[src/rtl/triangle_pixel_coverage_shader_unit_assert.svh]
// ----------------------------------------------------------------------------
// Assertion macros for the pixel coverage shader
// Clocked on clock, disabled while reset is high.
// ----------------------------------------------------------------------------
`ifndef TRIANGLE_PIXEL_COVERAGE_SHADER_UNIT_ASSERT_SVH
`define TRIANGLE_PIXEL_COVERAGE_SHADER_UNIT_ASSERT_SVH

// Same-cycle implication
`define TPCS_ASSERT_IMP(lbl, ante, cons, msg) \
   lbl: assert property (@(posedge clock) disable iff (reset) (ante) |-> (cons)) \
      else $error(msg);

// Next-cycle implication
`define TPCS_ASSERT_NEXT(lbl, ante, cons, msg) \
   lbl: assert property (@(posedge clock) disable iff (reset) (ante) |=> (cons)) \
      else $error(msg);

`endif

[src/rtl/tpcs_pkg.sv]
// ----------------------------------------------------------------------------
// tpcs_pkg
// Shared types, field widths and the colour level table of the shader.
// ----------------------------------------------------------------------------
package tpcs_pkg;

   localparam int CoordFieldBits = 12;
   localparam int VertBits       = 20;
   localparam int TriIdxBits     = 12;
   localparam int ChanBits       = 8;
   localparam int WidthBits      = 13;
   localparam int IndexBits      = 24;
   localparam logic [WidthBits-1:0] WidthReset = 13'd960;

   localparam logic [ChanBits-1:0] LevelTable [5] = '{8'd0, 8'd64, 8'd128, 8'd191, 8'd255};

   // per-stage advance strobes
   typedef struct packed {
      logic s1;
      logic s2;
      logic s3;
      logic s4;
   } stage_en_type;

   typedef struct packed {
      logic neg;
      logic pos;
   } edge_sign_type;

   // count four interleaved index bits, starting at bit first, map to a level
   function automatic logic [ChanBits-1:0] channel_level(
      input logic [TriIdxBits-1:0] idx,
      input logic [1:0]            first
   );
      logic [2:0] n;
      n = 3'd0;
      for (int k = 0; k < 4; k++) begin
         n = n + 3'(idx[4'(first) + 4'(3 * k)]);
      end
      return LevelTable[n];
   endfunction

endpackage

[src/rtl/tpcs_edge.sv]
// ----------------------------------------------------------------------------
// tpcs_edge
// Three-stage edge function (p - w) x (q - w): differences, products, sign.
// ----------------------------------------------------------------------------
module tpcs_edge #(
   parameter int PIX_BITS = 16
) (
   input  logic                                 clock,
   input  tpcs_pkg::stage_en_type               stage_en,
   input  logic        [PIX_BITS-1:0]           px,
   input  logic        [PIX_BITS-1:0]           py,
   input  logic signed [tpcs_pkg::VertBits-1:0] qx,
   input  logic signed [tpcs_pkg::VertBits-1:0] qy,
   input  logic signed [tpcs_pkg::VertBits-1:0] wx,
   input  logic signed [tpcs_pkg::VertBits-1:0] wy,
   output tpcs_pkg::edge_sign_type              sign
);

   localparam int PixSBits  = PIX_BITS + 1;
   localparam int DiffBits  = ((PixSBits > tpcs_pkg::VertBits) ? PixSBits
                                                              : tpcs_pkg::VertBits) + 1;
   localparam int VDiffBits = tpcs_pkg::VertBits + 1;
   localparam int ProdBits  = DiffBits + VDiffBits;
   localparam int EdgeBits  = ProdBits + 1;

   logic signed [PixSBits-1:0]  px_s;
   logic signed [PixSBits-1:0]  py_s;

   logic signed [DiffBits-1:0]  pxw_in,  pxw_ff;
   logic signed [DiffBits-1:0]  pyw_in,  pyw_ff;
   logic signed [VDiffBits-1:0] qxw_in,  qxw_ff;
   logic signed [VDiffBits-1:0] qyw_in,  qyw_ff;
   logic signed [ProdBits-1:0]  prod0_in, prod0_ff;
   logic signed [ProdBits-1:0]  prod1_in, prod1_ff;
   logic signed [EdgeBits-1:0]  edge_val;
   tpcs_pkg::edge_sign_type     sign_in, sign_ff;

   assign px_s = signed'({1'b0, px});
   assign py_s = signed'({1'b0, py});

   assign pxw_in = DiffBits'(px_s) - DiffBits'(wx);
   assign pyw_in = DiffBits'(py_s) - DiffBits'(wy);
   assign qxw_in = VDiffBits'(qx) - VDiffBits'(wx);
   assign qyw_in = VDiffBits'(qy) - VDiffBits'(wy);

   assign prod0_in = ProdBits'(pxw_ff) * ProdBits'(qyw_ff);
   assign prod1_in = ProdBits'(qxw_ff) * ProdBits'(pyw_ff);

   assign edge_val    = EdgeBits'(prod0_ff) - EdgeBits'(prod1_ff);
   assign sign_in.neg = edge_val[EdgeBits-1];
   assign sign_in.pos = !edge_val[EdgeBits-1] && (edge_val != '0);

   always_ff @(posedge clock) begin
      if (stage_en.s1) begin
         pxw_ff <= pxw_in;
         pyw_ff <= pyw_in;
         qxw_ff <= qxw_in;
         qyw_ff <= qyw_in;
      end
      if (stage_en.s2) begin
         prod0_ff <= prod0_in;
         prod1_ff <= prod1_in;
      end
      if (stage_en.s3) begin
         sign_ff <= sign_in;
      end
   end

   assign sign = sign_ff;

endmodule

[config.mk]
export PLATFORM = sky130hd
export DESIGN_NAME = tpcs_edge
export DESIGN_NICKNAME = d
export VERILOG_FILES = /design/src/rtl/triangle_pixel_coverage_shader_unit_assert.svh /design/src/rtl/tpcs_pkg.sv /design/src/rtl/tpcs_edge.sv
export SDC_FILE = /design/constraint.sdc
export NUM_CORES = 2
export LEC_CHECK = 0
export BUFFER_PORTS_ARGS = -buffer_cell sky130_fd_sc_hd__buf_2
export CAP_MARGIN = 30
export CELL_PAD_IN_SITES_DETAIL_PLACEMENT = 1
export CELL_PAD_IN_SITES_GLOBAL_PLACEMENT = 1
export CORE_MARGIN = 2
export CORE_UTILIZATION = 50
export DETAILED_ROUTE_END_ITERATION = 16
export PLACE_DENSITY_LB_ADDON = 0.1
export SLEW_MARGIN = 20
export SYNTH_ARGS = -nofsm -noshare
export SYNTH_HDL_FRONTEND = slang
export SYNTH_SLANG_ARGS = --single-unit
[constraint.sdc]
create_clock -name clock -period 8.2 [get_ports clock]
set_input_delay 0.82 -clock clock [delete_from_list [all_inputs] [get_ports clock]]
set_output_delay 0.82 -clock clock [all_outputs]
set_load 0.01 [all_outputs]
### After elaboration in Yosys (flattened, before gate mapping)

Index checks and enable logic that the tools add are counted.

* reductions and logical operators: 3
* add/subtract/negate cells: 5
* multiply operators: 2

Operator list (count)
* $mul 21x21->42: 2
* $reduce_bool 43->1: 1
* $sub 42x42->43: 1
* $sub 17x20->21: 2
* $sub 20x20->21: 2
* $logic_and 1x1->1: 1
* $logic_not 1->1: 1

* input bits: 117
* logic and storage cells: 18
* flip-flop bits (word level): 170

### Depth between registers and ports, before layout

* depth in word-level cells: 3
* depth in mapped cells: 28

### Worst setup path before layout

Ideal clock, no wire load.

* path type: flip-flop to flip-flop
* from: register qxw_ff[20]
* to: register prod1_ff[37], data pin
* setup slack: 1129 ps
* arrival: 6809 ps
* library setup time: 262 ps
* stages on the path, launching flop included: 25
* period minus slack after synthesis: 7071 ps
* cell sequence: edfxtp_1 clkbuf_1 nand2_1 fa_1 inv_1 fa_1 fa_1 fa_1 fa_1 fa_1 inv_1 fa_1 inv_1 ha_1 a21o_1 a21o_1 a211o_1 a21o_1 a221oi_1 and2_1 a311oi_1 o21ai_0 nor2b_1 o21bai_1 xor2_1

* longest elaborated chain between the ends: 1

Ends and longest elaborated chain
* start: declaration: RTL line tpcs_edge.sv:31 `logic signed [VDiffBits-1:0] qxw_in, qxw_ff;`
* start signal: assignment: RTL line tpcs_edge.sv:57 `qxw_ff <= qxw_in;`
* $mul 21x21->42: RTL line tpcs_edge.sv:47 `assign prod1_in = ProdBits'(qxw_ff) * ProdBits'(pyw_ff);`
* named net prod1_in[37]: RTL line tpcs_edge.sv:34 `logic signed [ProdBits-1:0] prod1_in, prod1_ff;`
* end signal: assignment: RTL line tpcs_edge.sv:62 `prod1_ff <= prod1_in;`
* end: declaration: RTL line tpcs_edge.sv:34

The timed path passes the listed nets, and every way through them passes these cells.
A chain may end at the register's enable or synchronous reset.

### Worst setup path after layout

* from: register pyw_ff[13]
* to: register prod1_ff[40], data pin

* longest elaborated chain between the ends: 1

Ends and longest elaborated chain
* start: declaration: RTL line tpcs_edge.sv:30 `logic signed [DiffBits-1:0] pyw_in, pyw_ff;`
* start signal: assignment: RTL line tpcs_edge.sv:56 `pyw_ff <= pyw_in;`
* $mul 21x21->42: RTL line tpcs_edge.sv:47
* named net prod1_in[40]: RTL line tpcs_edge.sv:34

The timed path passes the listed nets, and every way through them passes these cells.

==> results.cfg <==
[global_route]
grt_max_degree = 66
grt_pass1_vias = 35800
met1_usage_pct = 37.7
grt_overflow = 0
busiest_layer = met2
antenna_found_initial = 9
grt_pass1_wl_mm = 197
grt_util_met2_pct = 49.0
grt_usage_pct = 28.6
use_met3_pct = 4.27

[sta]
timing.fmax_mhz = 126
slew_headroom_pct = 35.9
tightest_slew_ns = 0.961
finalCritPeriodShare_pct = 96.6
clock-skew-final_ns = 0.0162
setup_viol = 0
holdWs_ns = 0.599
finalHoldViolCount = 0
final_max_slew_viol_count = 0
fin_crit_ns = 7.92

[routing]
wl_mm = 124
dr.first_iter.drc_count = 1599
drc = 0
vias_per_cell = 5.36
wl_per_cell_microns = 20.6
dr.pass1.iters = 5
vias = 32100
antenna_left = 0

[setup_path]
crit_required_ns = 8.41
endpoint_kind = flip-flop
worstSetupPathType = reg2reg
worstPathArrival_ns = 8.14
startpoint_type = flip-flop
critical_path.max_fanout = 15

[finish]
fin_nets = 6189
mostFrequentLayoutCells = 1143 x inv_1, 923 x fa_1, 553 x nand2_1
synthToLayoutAreaGrowth_pct = 7.72
fillers = 10100
layout_commonest_cell = inv_1
regArea_sq_um = 5100
multi_input_area_sq_um = 33700
drive_above_1_share_pct = 7.17

[yosys]
ys.flop_type = edfxtp_1
syn-num-nets = 6073
synth_compound_area_share_pct = 6.98
synthArstFlopShare_pct = 0
synth_xor_area_share_pct = 3.00
synth_fa_ha_area_share_pct = 51.9
syn_avg_cell_area_sq_um = 9.31
synth_top_family_by_area = adder cells
ys_warn_count = 0
synth_seq_cells = 170
muxShareOfSynthArea_pct = 0.258
synth_edf_count = 170
ys_seq_area_share_pct = 11.7
synth-simple-area-share_pct = 14.8
syn_area_sq_um = 43700
syn_inst = 4697
synth_cell_types = 84

[cts]
h-tree-depth = 4
clock-root-buffer = clkbuf_16
cts.sinks = 170
ctsHoldBuffers = 0
cts_buffers = 17
clk-insertion-delay-late_ns = 0.47
cts_tree = done
clockBufferDepth = 2
clkTransAtPathRegs_ns = 0.08

[floorplanning]
die_area_sq_um = 89800
die_h_microns = 300
core_sq_um = 86800
boundaryPins = 119
start_util_pct = 50.4
die_w_microns = 300
placement_rows = 108

[placement]
port_buffers = 117
place_hpwl_mm = 106
gp_congestion = 0.867

[run_status]
status = complete, no violations

[job]
maxCapViolCount = 0

[hold_path]
hold_path_class = in2reg
## final timing paths
kind / start / end / slack [ns] / cells after the start
setup / recovery: pyw_ff[13]$_DFFE_PP_ / prod1_ff[40]$_DFFE_PP_ / 0.28 / 25
setup reg to reg: pyw_ff[13]$_DFFE_PP_ / prod1_ff[40]$_DFFE_PP_ / 0.28 / 25
hold / removal: stage_en[2] / prod1_ff[5]$_DFFE_PP_ / 0.60 / 1
hold reg to reg: prod0_ff[41]$_DFFE_PP_ / sign[1]$_DFFE_PP_ / 0.89 / 3
## cell families (layout without fill, tap and decap cells)
logic type / Yosys count / count (layout)
AND/OR/NAND/NOR: 1316 / 1316
XOR/XNOR: 150 / 150
multiplexers: 11 / 11
adder cells (fa/ha/maj): 1259 / 1259
other: 0 / 5
flip-flops: 170 / 170
AO/OA/AOI/OAI: 466 / 466
buffers and inverters: 1325 / 1453
## sequential cells by signal, indices dropped and copies added (netlist names)
name      count
prod0_ff     42
prod1_ff     42
pxw_ff       21
pyw_ff       21
qxw_ff       21
qyw_ff       21
sign          2
## cells in the mapped netlist (49+ instances only)
cell type	count	share of area, %
inv_1	1143	9.8
fa_1	923	42
nand2_1	553	4.7
and2_1	398	5.7
ha_1	336	9.6
edfxtp_1	170	12
clkbuf_1	169	1.5
nor2_1	139	1.2
a21oi_1	123	1.4
xnor2_1	114	2.3
o21ai_0	92	1.1
nand3_1	49	0.56
## stage by stage
| stage | setup TNS [ns] | setup slack, ns | instances | utilization, % | cell area, sq um |
|---|---|---|---|---|---|
| detailed placement | 0 | 0.207 | 5909 | 53.0 | 46000 |
| global route | -0.00166 | -0.00166 | 5980 | 54.3 | 47100 |
| CTS | 0 | 0.0601 | 5940 | 53.7 | 46600 |
| global placement | 0 | 0.292 | 5905 | 53.0 | 45900 |
| finish | 0 | 0.279 | 5985 | 54.3 | 47100 |
| floorplan | 0 | 1.13 | 4697 | - | 43700 |
## layer usage
metal	up-vias	share of wire, %
met1	16800	42
met2	671	49
met3	161	5.2
met4	10	3.2
met5	-	0.037
li1	14400	-
## area by class of cell
cell class              instances  share of cell area, %
inverters                    1146                   9.13
diodes                          5                 0.0266
clock inverters                14                  0.319
multi-input cells            3202                   71.5
clock buffers                  17                  0.903
flip-flops and latches        170                   10.8
well taps                    1155                   3.07
repair buffers                276                   4.24
## worst max-delay path, cell delays in order, from the launching register on
cell and delay, ns:
edfxtp_1 0.86, nand2_1 0.17, fa_1 0.54, inv_1 0.05, fa_1 0.51, inv_1 0.06
fa_1 0.53, inv_1 0.05, fa_1 0.48, fa_1 0.41, fa_1 0.53, inv_1 0.05
fa_1 0.48, inv_1 0.05, ha_1 0.33, a21o_1 0.20, a21oi_1 0.27, o21bai_1 0.19
a21oi_1 0.27, a211oi_1 0.12, a21oi_1 0.25, a31oi_1 0.18, a31oi_1 0.32, and4b_1 0.27
o41a_1 0.33, xor2_1 0.15
## what timing repair did
item / CTS / global route
gates resized for setup: 0 / 5
setup endpoints to repair: 0 / 12
setup buffers: 0 / 38
Power is left out: the tool's default activity adds up to more than one toggle a clock period on the data nets, which glitch-free logic cannot reach.
