$ cat src/rtl/triangle_pixel_coverage_shader_unit_assert.svh
// ----------------------------------------------------------------------------
// Assertion macros for the pixel coverage shader
// Clocked on clock, disabled while reset is high.
// ----------------------------------------------------------------------------
`ifndef TRIANGLE_PIXEL_COVERAGE_SHADER_UNIT_ASSERT_SVH
`define TRIANGLE_PIXEL_COVERAGE_SHADER_UNIT_ASSERT_SVH

// Same-cycle implication
`define TPCS_ASSERT_IMP(lbl, ante, cons, msg) \
   lbl: assert property (@(posedge clock) disable iff (reset) (ante) |-> (cons)) \
      else $error(msg);

// Next-cycle implication
`define TPCS_ASSERT_NEXT(lbl, ante, cons, msg) \
   lbl: assert property (@(posedge clock) disable iff (reset) (ante) |=> (cons)) \
      else $error(msg);

`endif

$ cat src/rtl/tpcs_pkg.sv
// ----------------------------------------------------------------------------
// tpcs_pkg
// Shared types, field widths and the colour level table of the shader.
// ----------------------------------------------------------------------------
package tpcs_pkg;

   localparam int CoordFieldBits = 12;
   localparam int VertBits       = 20;
   localparam int TriIdxBits     = 12;
   localparam int ChanBits       = 8;
   localparam int WidthBits      = 13;
   localparam int IndexBits      = 24;
   localparam logic [WidthBits-1:0] WidthReset = 13'd960;

   localparam logic [ChanBits-1:0] LevelTable [5] = '{8'd0, 8'd64, 8'd128, 8'd191, 8'd255};

   // per-stage advance strobes
   typedef struct packed {
      logic s1;
      logic s2;
      logic s3;
      logic s4;
   } stage_en_type;

   typedef struct packed {
      logic neg;
      logic pos;
   } edge_sign_type;

   // count four interleaved index bits, starting at bit first, map to a level
   function automatic logic [ChanBits-1:0] channel_level(
      input logic [TriIdxBits-1:0] idx,
      input logic [1:0]            first
   );
      logic [2:0] n;
      n = 3'd0;
      for (int k = 0; k < 4; k++) begin
         n = n + 3'(idx[4'(first) + 4'(3 * k)]);
      end
      return LevelTable[n];
   endfunction

endpackage

$ cat src/rtl/tpcs_pixel.sv
// ----------------------------------------------------------------------------
// tpcs_pixel
// Three-stage frame buffer index y * width + x; carries the triangle index.
// ----------------------------------------------------------------------------
module tpcs_pixel #(
   parameter int COORD_BITS = 12
) (
   input  logic                                clock,
   input  tpcs_pkg::stage_en_type              stage_en,
   input  logic [COORD_BITS-1:0]               pixel_x,
   input  logic [COORD_BITS-1:0]               pixel_y,
   input  logic [tpcs_pkg::TriIdxBits-1:0]     tri_index,
   input  logic [tpcs_pkg::WidthBits-1:0]      frame_width,
   output logic [tpcs_pkg::IndexBits-1:0]      pixel_index,
   output logic [tpcs_pkg::TriIdxBits-1:0]     tri_index_out
);

   localparam int ProdBits = COORD_BITS + tpcs_pkg::WidthBits;
   localparam int SumBits  = ProdBits + 1;

   logic [COORD_BITS-1:0]             ux1_ff, ux2_ff;
   logic [COORD_BITS-1:0]             uy1_ff;
   logic [tpcs_pkg::WidthBits-1:0]    width1_ff;
   logic [tpcs_pkg::TriIdxBits-1:0]   idx1_ff, idx2_ff, idx3_ff;
   logic [ProdBits-1:0]               prod_in, prod_ff;
   logic [tpcs_pkg::IndexBits-1:0]    index_in, index_ff;

   assign prod_in  = ProdBits'(uy1_ff) * ProdBits'(width1_ff);
   assign index_in = tpcs_pkg::IndexBits'(SumBits'(prod_ff) + SumBits'(ux2_ff));

   always_ff @(posedge clock) begin
      if (stage_en.s1) begin
         ux1_ff    <= pixel_x;
         uy1_ff    <= pixel_y;
         width1_ff <= frame_width;
         idx1_ff   <= tri_index;
      end
      if (stage_en.s2) begin
         prod_ff <= prod_in;
         ux2_ff  <= ux1_ff;
         idx2_ff <= idx1_ff;
      end
      if (stage_en.s3) begin
         index_ff <= index_in;
         idx3_ff  <= idx2_ff;
      end
   end

   assign pixel_index   = index_ff;
   assign tri_index_out = idx3_ff;

endmodule

$ cat config.mk
export PLATFORM = sky130hd
export DESIGN_NAME = tpcs_pixel
export DESIGN_NICKNAME = d
export VERILOG_FILES = /design/src/rtl/triangle_pixel_coverage_shader_unit_assert.svh /design/src/rtl/tpcs_pkg.sv /design/src/rtl/tpcs_pixel.sv
export SDC_FILE = /design/constraint.sdc
export NUM_CORES = 1
export LEC_CHECK = 0
export BUFFER_PORTS_ARGS = -buffer_cell sky130_fd_sc_hd__buf_2
export CORE_MARGIN = 4
export CORE_UTILIZATION = 37
export DETAILED_ROUTE_END_ITERATION = 8
export PLACE_DENSITY = 0.59
export RECOVER_POWER = 25
export SKIP_CTS_REPAIR_TIMING = 1
export SYNTH_ARGS = -nofsm -noshare
export SYNTH_HDL_FRONTEND = slang
export SYNTH_SLANG_ARGS = --single-unit
$ cat constraint.sdc
create_clock -name clock -period 5.7 [get_ports clock]
set_input_delay 0 -clock clock [delete_from_list [all_inputs] [get_ports clock]]
set_output_delay 0 -clock clock [all_outputs]
set_load 0.05 [all_outputs]
# == Yosys cells after proc, flatten, opt, wreduce, memory -nomap -nowiden ==
# Index checks and enable logic that the tools add are counted.
# word_totals
register_bits,133
input_bits,54
out_inout_bits,36
elab_cells,11
# classes
addsub,1
mul,1
# op_table
operator,count
adder 24 x 12 -> 24 bit,1
multiplier 12 x 13 -> 24 bit,1

# == Depth between registers and ports, before layout ==
# Gate-level depths: netlist (run 1).
# logic_depth
depth_word,1
ltp_mapped,19

# == Worst setup path after synthesis (run 1) ==
# No wires, ideal clock.
# synth_timing
path_kind,register -> register
startpoint,register width1_ff[4] (netlist name)
endpoint,register prod_ff[17] (data pin)
setup_time_ns,0.261
t_arrival_ns,4.667
required_time_ns,5.439
slack_ns,0.772
path_stages_with_launch,18
path_buffers,1
period_less_slack_ns,4.928
cell_sequence,edfxtp_1 -> clkbuf_1 -> and2_1 -> fa_1 -> inv_1 -> fa_1 -> inv_1 -> fa_1 -> fa_1 -> inv_1 -> fa_1 -> inv_1 -> ha_1 -> o21a_1 -> o211ai_1 -> a31oi_1 -> o221a_2 -> a311o_1
# synth_via
elab_chain_len,1
# synth_lines
element,line_no,rtl
"start, declared",tpcs_pixel.sv:23,logic [tpcs_pkg::WidthBits-1:0] width1_ff;
"start signal, assigned",tpcs_pixel.sv:35,width1_ff <= frame_width;
multiplier 12 x 13 -> 24 bit,tpcs_pixel.sv:28,assign prod_in = ProdBits'(uy1_ff) * ProdBits'(width1_ff);
named net prod_in[17],tpcs_pixel.sv:25,"logic [ProdBits-1:0] prod_in, prod_ff;"
"end signal, assigned",tpcs_pixel.sv:39,prod_ff <= prod_in;
"end, declared",tpcs_pixel.sv:25,
# The timed path passes the listed nets, and every way through them passes these cells.
# A chain may end at the register's enable or synchronous reset.

# == Worst setup path in the final report (run 1) ==
# layout_timing
startpoint,register uy1_ff[3]
endpoint,register prod_ff[22] (data pin)
# layout_via
elab_chain_len,1
# layout_lines
element,line_no,rtl
"start, declared",tpcs_pixel.sv:22,logic [COORD_BITS-1:0] uy1_ff;
"start signal, assigned",tpcs_pixel.sv:34,uy1_ff <= pixel_y;
multiplier 12 x 13 -> 24 bit,tpcs_pixel.sv:28,
named net prod_in[22],tpcs_pixel.sv:25,
# The timed path passes the listed nets, and every way through them passes these cells.

==> impl_metrics.csv, run 1 <==
group,metric,value,unit
outcome,status,"complete, but fails checks",
outcome,violations,"capacitance limit, slew limit",
global_route,antenna_found_initial,0,
critical_path,crit_buf_inv,3,
timing,fin_setup_tns,0,ns
cells_and_area,final_cell_mix,"inv_1, edfxtp_1, nand2_1, fa_1, buf_2",
cells_and_area,num-fill-cells,2445,
critical_path,critPathSlowestCell,"edfxtp_1",
yosys,synth.distinct_cells,44,
place,gp_congestion,0.837,
cells_and_area,antenna_cells,0,
cells_and_area,drive_gt1_frac,0.126,
yosys,syn_nets,1074,
timing,slew_headroom,-0.681,
yosys,syn_area_per_cell,11.6,um^2
timing,rsz0062_at_grt,"no",
power_and_ir_drop,ir_worst_vdd,0.380,mV
critical_path,crit_type,"flip-flop to flip-flop",
drt,drtIter0Drc,336,
yosys,yosysSeqAreaShare,0.410,
drt,finalWirelength,18.9,mm
clock_tree,cts.sinks,133,
clock_tree,cts_tree,"built",
min_path,hp-class,"primary input to flip-flop",
global_route,grt_max_degree,50,
cells_and_area,nNetsFinal,1211,
clock_tree,h-tree-depth,4,
die,die_x,170,um
critical_path,crit_path_start_kind,"flip-flop",
power_and_ir_drop,power.leakage,5.25,nW
place,post-dp-hpwl,14.2,mm
global_route,grt_pass1_wl,30.8,mm
drt,route.detailed.drc,0,
cells_and_area,layout_commonest_cell,"inv_1",
drt,dr.pass1.iters,4,
die,coreArea,26000,um^2
clock_tree,numCtsBuffers,17,
timing,max_clock_freq,187,MHz
timing,hold_viol_final,0,
die,die_y,170,um
timing,slew_viol_final,49,
critical_path,cpLargestDelayFamily,"adder cells",
clock_tree,path_clk_slew,0.06,ns
critical_path,arrival,5.57,ns
drt,detail-route-antenna-nets,0,
timing,fin_crit_sh,0.937,
timing,setup_viol_count_final,0,
drt,viasPerCell,4.58,
die,rows,59,
clock_tree,clk_latency,0.42,ns
yosys,muxShareOfSynthArea,0,
drt,wl_per_cell,14.3,um
cells_and_area,area_delta_synth_final,19.1,%
yosys,synth_top_family_by_area,"adder cells",
drt,vias,6061,
critical_path,path_cells,"nand2_1 -> fa_1 -> inv_1 -> fa_1 -> fa_1 -> fa_1 -> inv_1 -> fa_1 -> inv_1 -> ha_1 -> o211ai_1 -> a21oi_1 -> o41ai_1 -> o211a_1 -> nor2_1 -> a311oi_1",
yosys,synth_area,9740,um^2
global_route,globalRouteOverflowTotal,0,
yosys,synth_compound_area_frac,0.0560,
clock_tree,cts_buffer_depth,2,
timing,worst_slew_pin_slew,2.52,ns
power_and_ir_drop,finalPower,6.93,mW
yosys,synthXorXnorAreaFrac,0.0369,
yosys,synthSimpleGateAreaFrac,0.108,
critical_path,crit_path_end_kind,"flip-flop",
critical_path,crit_required,5.93,ns
die,die_area,29000,um^2
yosys,synthArstFlopShare,0,
critical_path,crit_top_cell,"fa_1",
timing,fin_skew,0.00962,ns
die,io_pins,90,
yosys,synth_edf_count,133,
clock_tree,cts-root-buf,"clkbuf_16",
critical_path,max_stage_delay,0.64,ns
die,floorplan.initialDensity,0.375,
job,max-cap-violations,1,
yosys,yosysWarnings,0,
yosys,synth_fa_ha_area_frac,0.319,
power_and_ir_drop,pwr_density_cell,598,nW/um^2
timing,min_period,5.34,ns
yosys,ys_dominant_reg_cell,"edfxtp_1",
global_route,grt_usage,0.134,
yosys,ys_ff_latch,133,
global_route,grt_pass1_vias,6256,
place,io_buffer_count,88,
critical_path,path_max_fanout,13,
yosys,syn_inst,838,
[registers in the layout, summed over array words and instances, names as in the netlist]
register	count
prod_ff	24
tri_index_out	12
idx1_ff	12
ux1_ff	12
uy1_ff	12
width1_ff	13
pixel_index	24
ux2_ff	12
idx2_ff	12
[per-stage QoR]
stage | hold slack (ns) | utilization | area, um^2 | instances | worst slack, ns
4_1_cts | -0.264 | 0.428 | 11100 | 1273 | 0.310
2_1_floorplan | 0.0989 | - | 9740 | 838 | 0.772
5_1_grt | 0.265 | 0.446 | 11600 | 1322 | 0.0954
6_report | 0.235 | 0.446 | 11600 | 1322 | 0.361
3_3_place_gp | 0.176 | 0.406 | 10500 | 1242 | 0.435
3_5_place_dp | 0.178 | 0.406 | 10500 | 1242 | 0.347
[kinds of logic after synthesis]
kind of cell | Yosys count
AND/OR/NAND/NOR | 217
buffers and inverters | 183
adder cells (fa/ha/maj) | 182
flip-flops | 133
AO/OA/AOI/OAI | 82
XOR/XNOR | 41
[cells in the mapped netlist (4+ instances only)]
cell / n / area [um^2]
nand2_1: 117 / 439
edfxtp_1: 133 / 3990
inv_1: 158 / 593
a21oi_1: 23 / 115
a21o_1: 11 / 82.6
o21ai_0: 14 / 70.1
nand4_1: 5 / 31.3
nor2_1: 15 / 56.3
nand2b_1: 5 / 31.3
and3_1: 4 / 25.0
nor3_1: 5 / 25.0
clkbuf_1: 25 / 93.8
xor2_1: 14 / 123
xnor2_1: 27 / 236
fa_1: 110 / 2200
a31oi_1: 6 / 37.5
o21a_1: 7 / 52.6
ha_1: 72 / 901
and2_1: 54 / 338
[metal layers]
layer	up-vias	part of all wire	GRT usage
met5	-	0	0
li1	2978	-	-
met1	2916	0.48	0.183
met3	16	0.051	0.0300
met4	0	0.014	0.0340
met2	151	0.46	0.216
[layout make-up]
| type | count | area (um^2) | area share |
|---|---|---|---|
| repair buffers | 143 | 962 | 0.0830 |
| multi-input cells | 522 | 5060 | 0.436 |
| clock inverters | 14 | 143 | 0.0123 |
| flip-flops and latches | 133 | 3990 | 0.344 |
| clock buffers | 17 | 425 | 0.0367 |
| well taps | 335 | 419 | 0.0362 |
| inverters | 158 | 593 | 0.0512 |
[worst paths after layout]
kind	from	slack, ns	depth (start not counted)	to
worst max register to register	uy1_ff[3]	0.36	16	prod_ff[22]
worst min register to register	idx1_ff[11]	0.42	0	idx2_ff[11]
worst max-delay path	uy1_ff[3]	0.36	16	prod_ff[22]
worst min-delay path	stage_en[1]	0.23	1	pixel_index[1]
[power breakdown]
group	leakage [nW]	switching [mW]	total (mW)	internal, mW
clock network	0.275	0.443	1.05	0.611
registers	1.30	0.122	1.65	1.53
logic	3.67	2.43	4.22	1.79
total	5.25	3.00	6.93	3.93
No activity file was read; power rests on OpenSTA's default activity.
==> run 2, diff against run 1 <==
BUFFER_PORTS_ARGS = not set   (was -buffer_cell sky130_fd_sc_hd__buf_2)
CTS_CLUSTER_SIZE = 25   (was not set)
DONT_BUFFER_PORTS = 1   (was not set)
PLACE_DENSITY = 0.58   (was 0.59)
clock period = 4.69 ns   (was 5.7 ns; I/O delays follow)
==> run 2 against run 1 <==
  * The run ends with setup timing left
  * First-iteration DRC count shrank 11%
  * Cell count grew 1.1%
  * Critical path type unchanged
  * Utilization grew 2.7 points
  * Setup slack lost 0.63 ns
  * Die area is the same
  * Via count grew 1.6%
  * Global-route usage grew 0.32 points
  * Register-to-register slack lost 0.63 ns
==> impl_metrics.csv, run 2 (synthesis results as in run 1) <==
group,metric,value,unit
global_route,globalRouteOverflowTotal,0,
critical_path,path_max_fanout,6,
clock_tree,cts.sinks,133,
drt,viasPerCell,4.61,
die,die_y,170,um
cells_and_area,utilization,0.473,
drt,dr.pass1.iters,4,
drt,drtIter0Drc,300,
global_route,grt_usage,0.137,
timing,final.setup.worst_slack,-0.264,ns
critical_path,crit_path_start_kind,"flip-flop",
drt,wl_per_cell,14.7,um
timing,setup_viol_count_final,9,
critical_path,reg2reg_slack,-0.26,ns
global_route,grt_pass1_wl,31.6,mm
place,gp_congestion,0.857,
die,coreArea,26000,um^2
global_route,grt_max_degree,50,
place,pre_cts_slack,-0.345,ns
critical_path,crit_path_end_kind,"flip-flop",
die,die_area,29000,um^2
critical_path,rr_worst_depth,18,
timing,rsz0062_at_grt,"yes",
job,max-cap-violations,0,
clock_tree,h-tree-depth,4,
clock_tree,cts_tree,"built",
cells_and_area,drive_gt1_frac,0.190,
place,post_dp_cell_area,10700,um^2
min_path,hp-class,"primary input to flip-flop",
critical_path,crit_type,"flip-flop to flip-flop",
timing,max_clock_freq,202,MHz
cells_and_area,antenna_cells,0,
drt,route.detailed.drc,0,
die,floorplan.initialDensity,0.375,
timing,min_period,4.95,ns
min_path,hold_depth,1,
cells_and_area,num-fill-cells,2351,
clock_tree,numCtsBuffers,17,
cells_and_area,stdcell_area,12300,um^2
outcome,violations,"setup timing",
cells_and_area,area_delta_synth_final,26.2,%
critical_path,crit_required,4.85,ns
timing,hold_viol_final,0,
timing,slew_headroom,0.659,
timing,fin_crit_sh,1.06,
timing,slew_viol_final,0,
place,io_buffer_count,0,
cells_and_area,multi_input_area,5300,um^2
place,post-dp-hpwl,15.0,mm
clock_tree,cts-root-buf,"clkbuf_16",
clock_tree,path_clk_slew,0.06,ns
cells_and_area,final_cell_mix,"inv_1, edfxtp_1, nand2_1, fa_1, buf_4",
cells_and_area,seqCellArea,3990,um^2
global_route,grt_pass1_vias,6135,
timing,worst_slew_pin_slew,0.509,ns
cells_and_area,nNetsFinal,1224,
outcome,status,"complete, but fails checks",
cells_and_area,layout_commonest_cell,"inv_1",
clock_tree,cts_buffer_depth,2,
drt,vias,6161,
timing,fin_skew,0.0112,ns
global_route,antenna_found_initial,0,
die,rows,59,
drt,finalWirelength,19.7,mm
drt,detail-route-antenna-nets,0,
die,io_pins,90,
critical_path,arrival,5.11,ns
clock_tree,clk_latency,0.42,ns
die,die_x,170,um
## run 2: path summary, 6_finish.rpt
kind / startpoint / to
max: uy1_ff[7] / prod_ff[23]
min: frame_width[6] / width1_ff[6]
max reg2reg: uy1_ff[7] / prod_ff[23]
min reg2reg: idx2_ff[8] / tri_index_out[8]
## run 2: cell type report
| cell class | instances | share of cell area |
|---|---|---|
| Clock inverter | 15 | 0.0136 |
| Timing Repair Buffer | 156 | 0.113 |
| Tap cell | 335 | 0.0341 |
| Inverter | 158 | 0.0483 |
| Sequential cell | 133 | 0.325 |
| Multi-Input combinational cell | 522 | 0.432 |
| Clock buffer | 17 | 0.0346 |
## run 2: per-layer routing
metal / track usage / part of all wire
met1: 0.189 / 0.47
met5: 0 / 0
met2: 0.222 / 0.48
met3: 0.0279 / 0.042
met4: 0.0347 / 0.012
## run 2: worst max-delay path, cell delays in order, from the launching register on
cell and delay (ns):
edfxtp_1 0.50, and2_4 0.19, fa_1 0.51, inv_2 0.05, fa_1 0.55, inv_2 0.04
fa_2 0.41, fa_1 0.49, inv_1 0.05, fa_1 0.48, inv_2 0.04, ha_4 0.21
o21a_1 0.17, o211ai_1 0.23, a31oi_2 0.08, o221a_4 0.33, buf_6 0.12, a31oi_4 0.15
xnor2_1 0.10
## run 2: per-stage QoR
| step | hold slack [ns] | instances | setup TNS (ns) |
|---|---|---|---|
| after global routing | 0.194 | 1336 | -3.46 |
| after global placement | 0.0989 | 1224 | -1.22 |
| after CTS | -0.344 | 1256 | -2.14 |
| after floorplan | 0.0989 | 838 | -0.129 |
| final | 0.200 | 1336 | -1.73 |
| after detailed placement | 0.0989 | 1224 | -2.03 |
Power of run 2 is left out: the tool's default activity adds up to more than one toggle a clock period on the data nets, which glitch-free logic cannot reach.
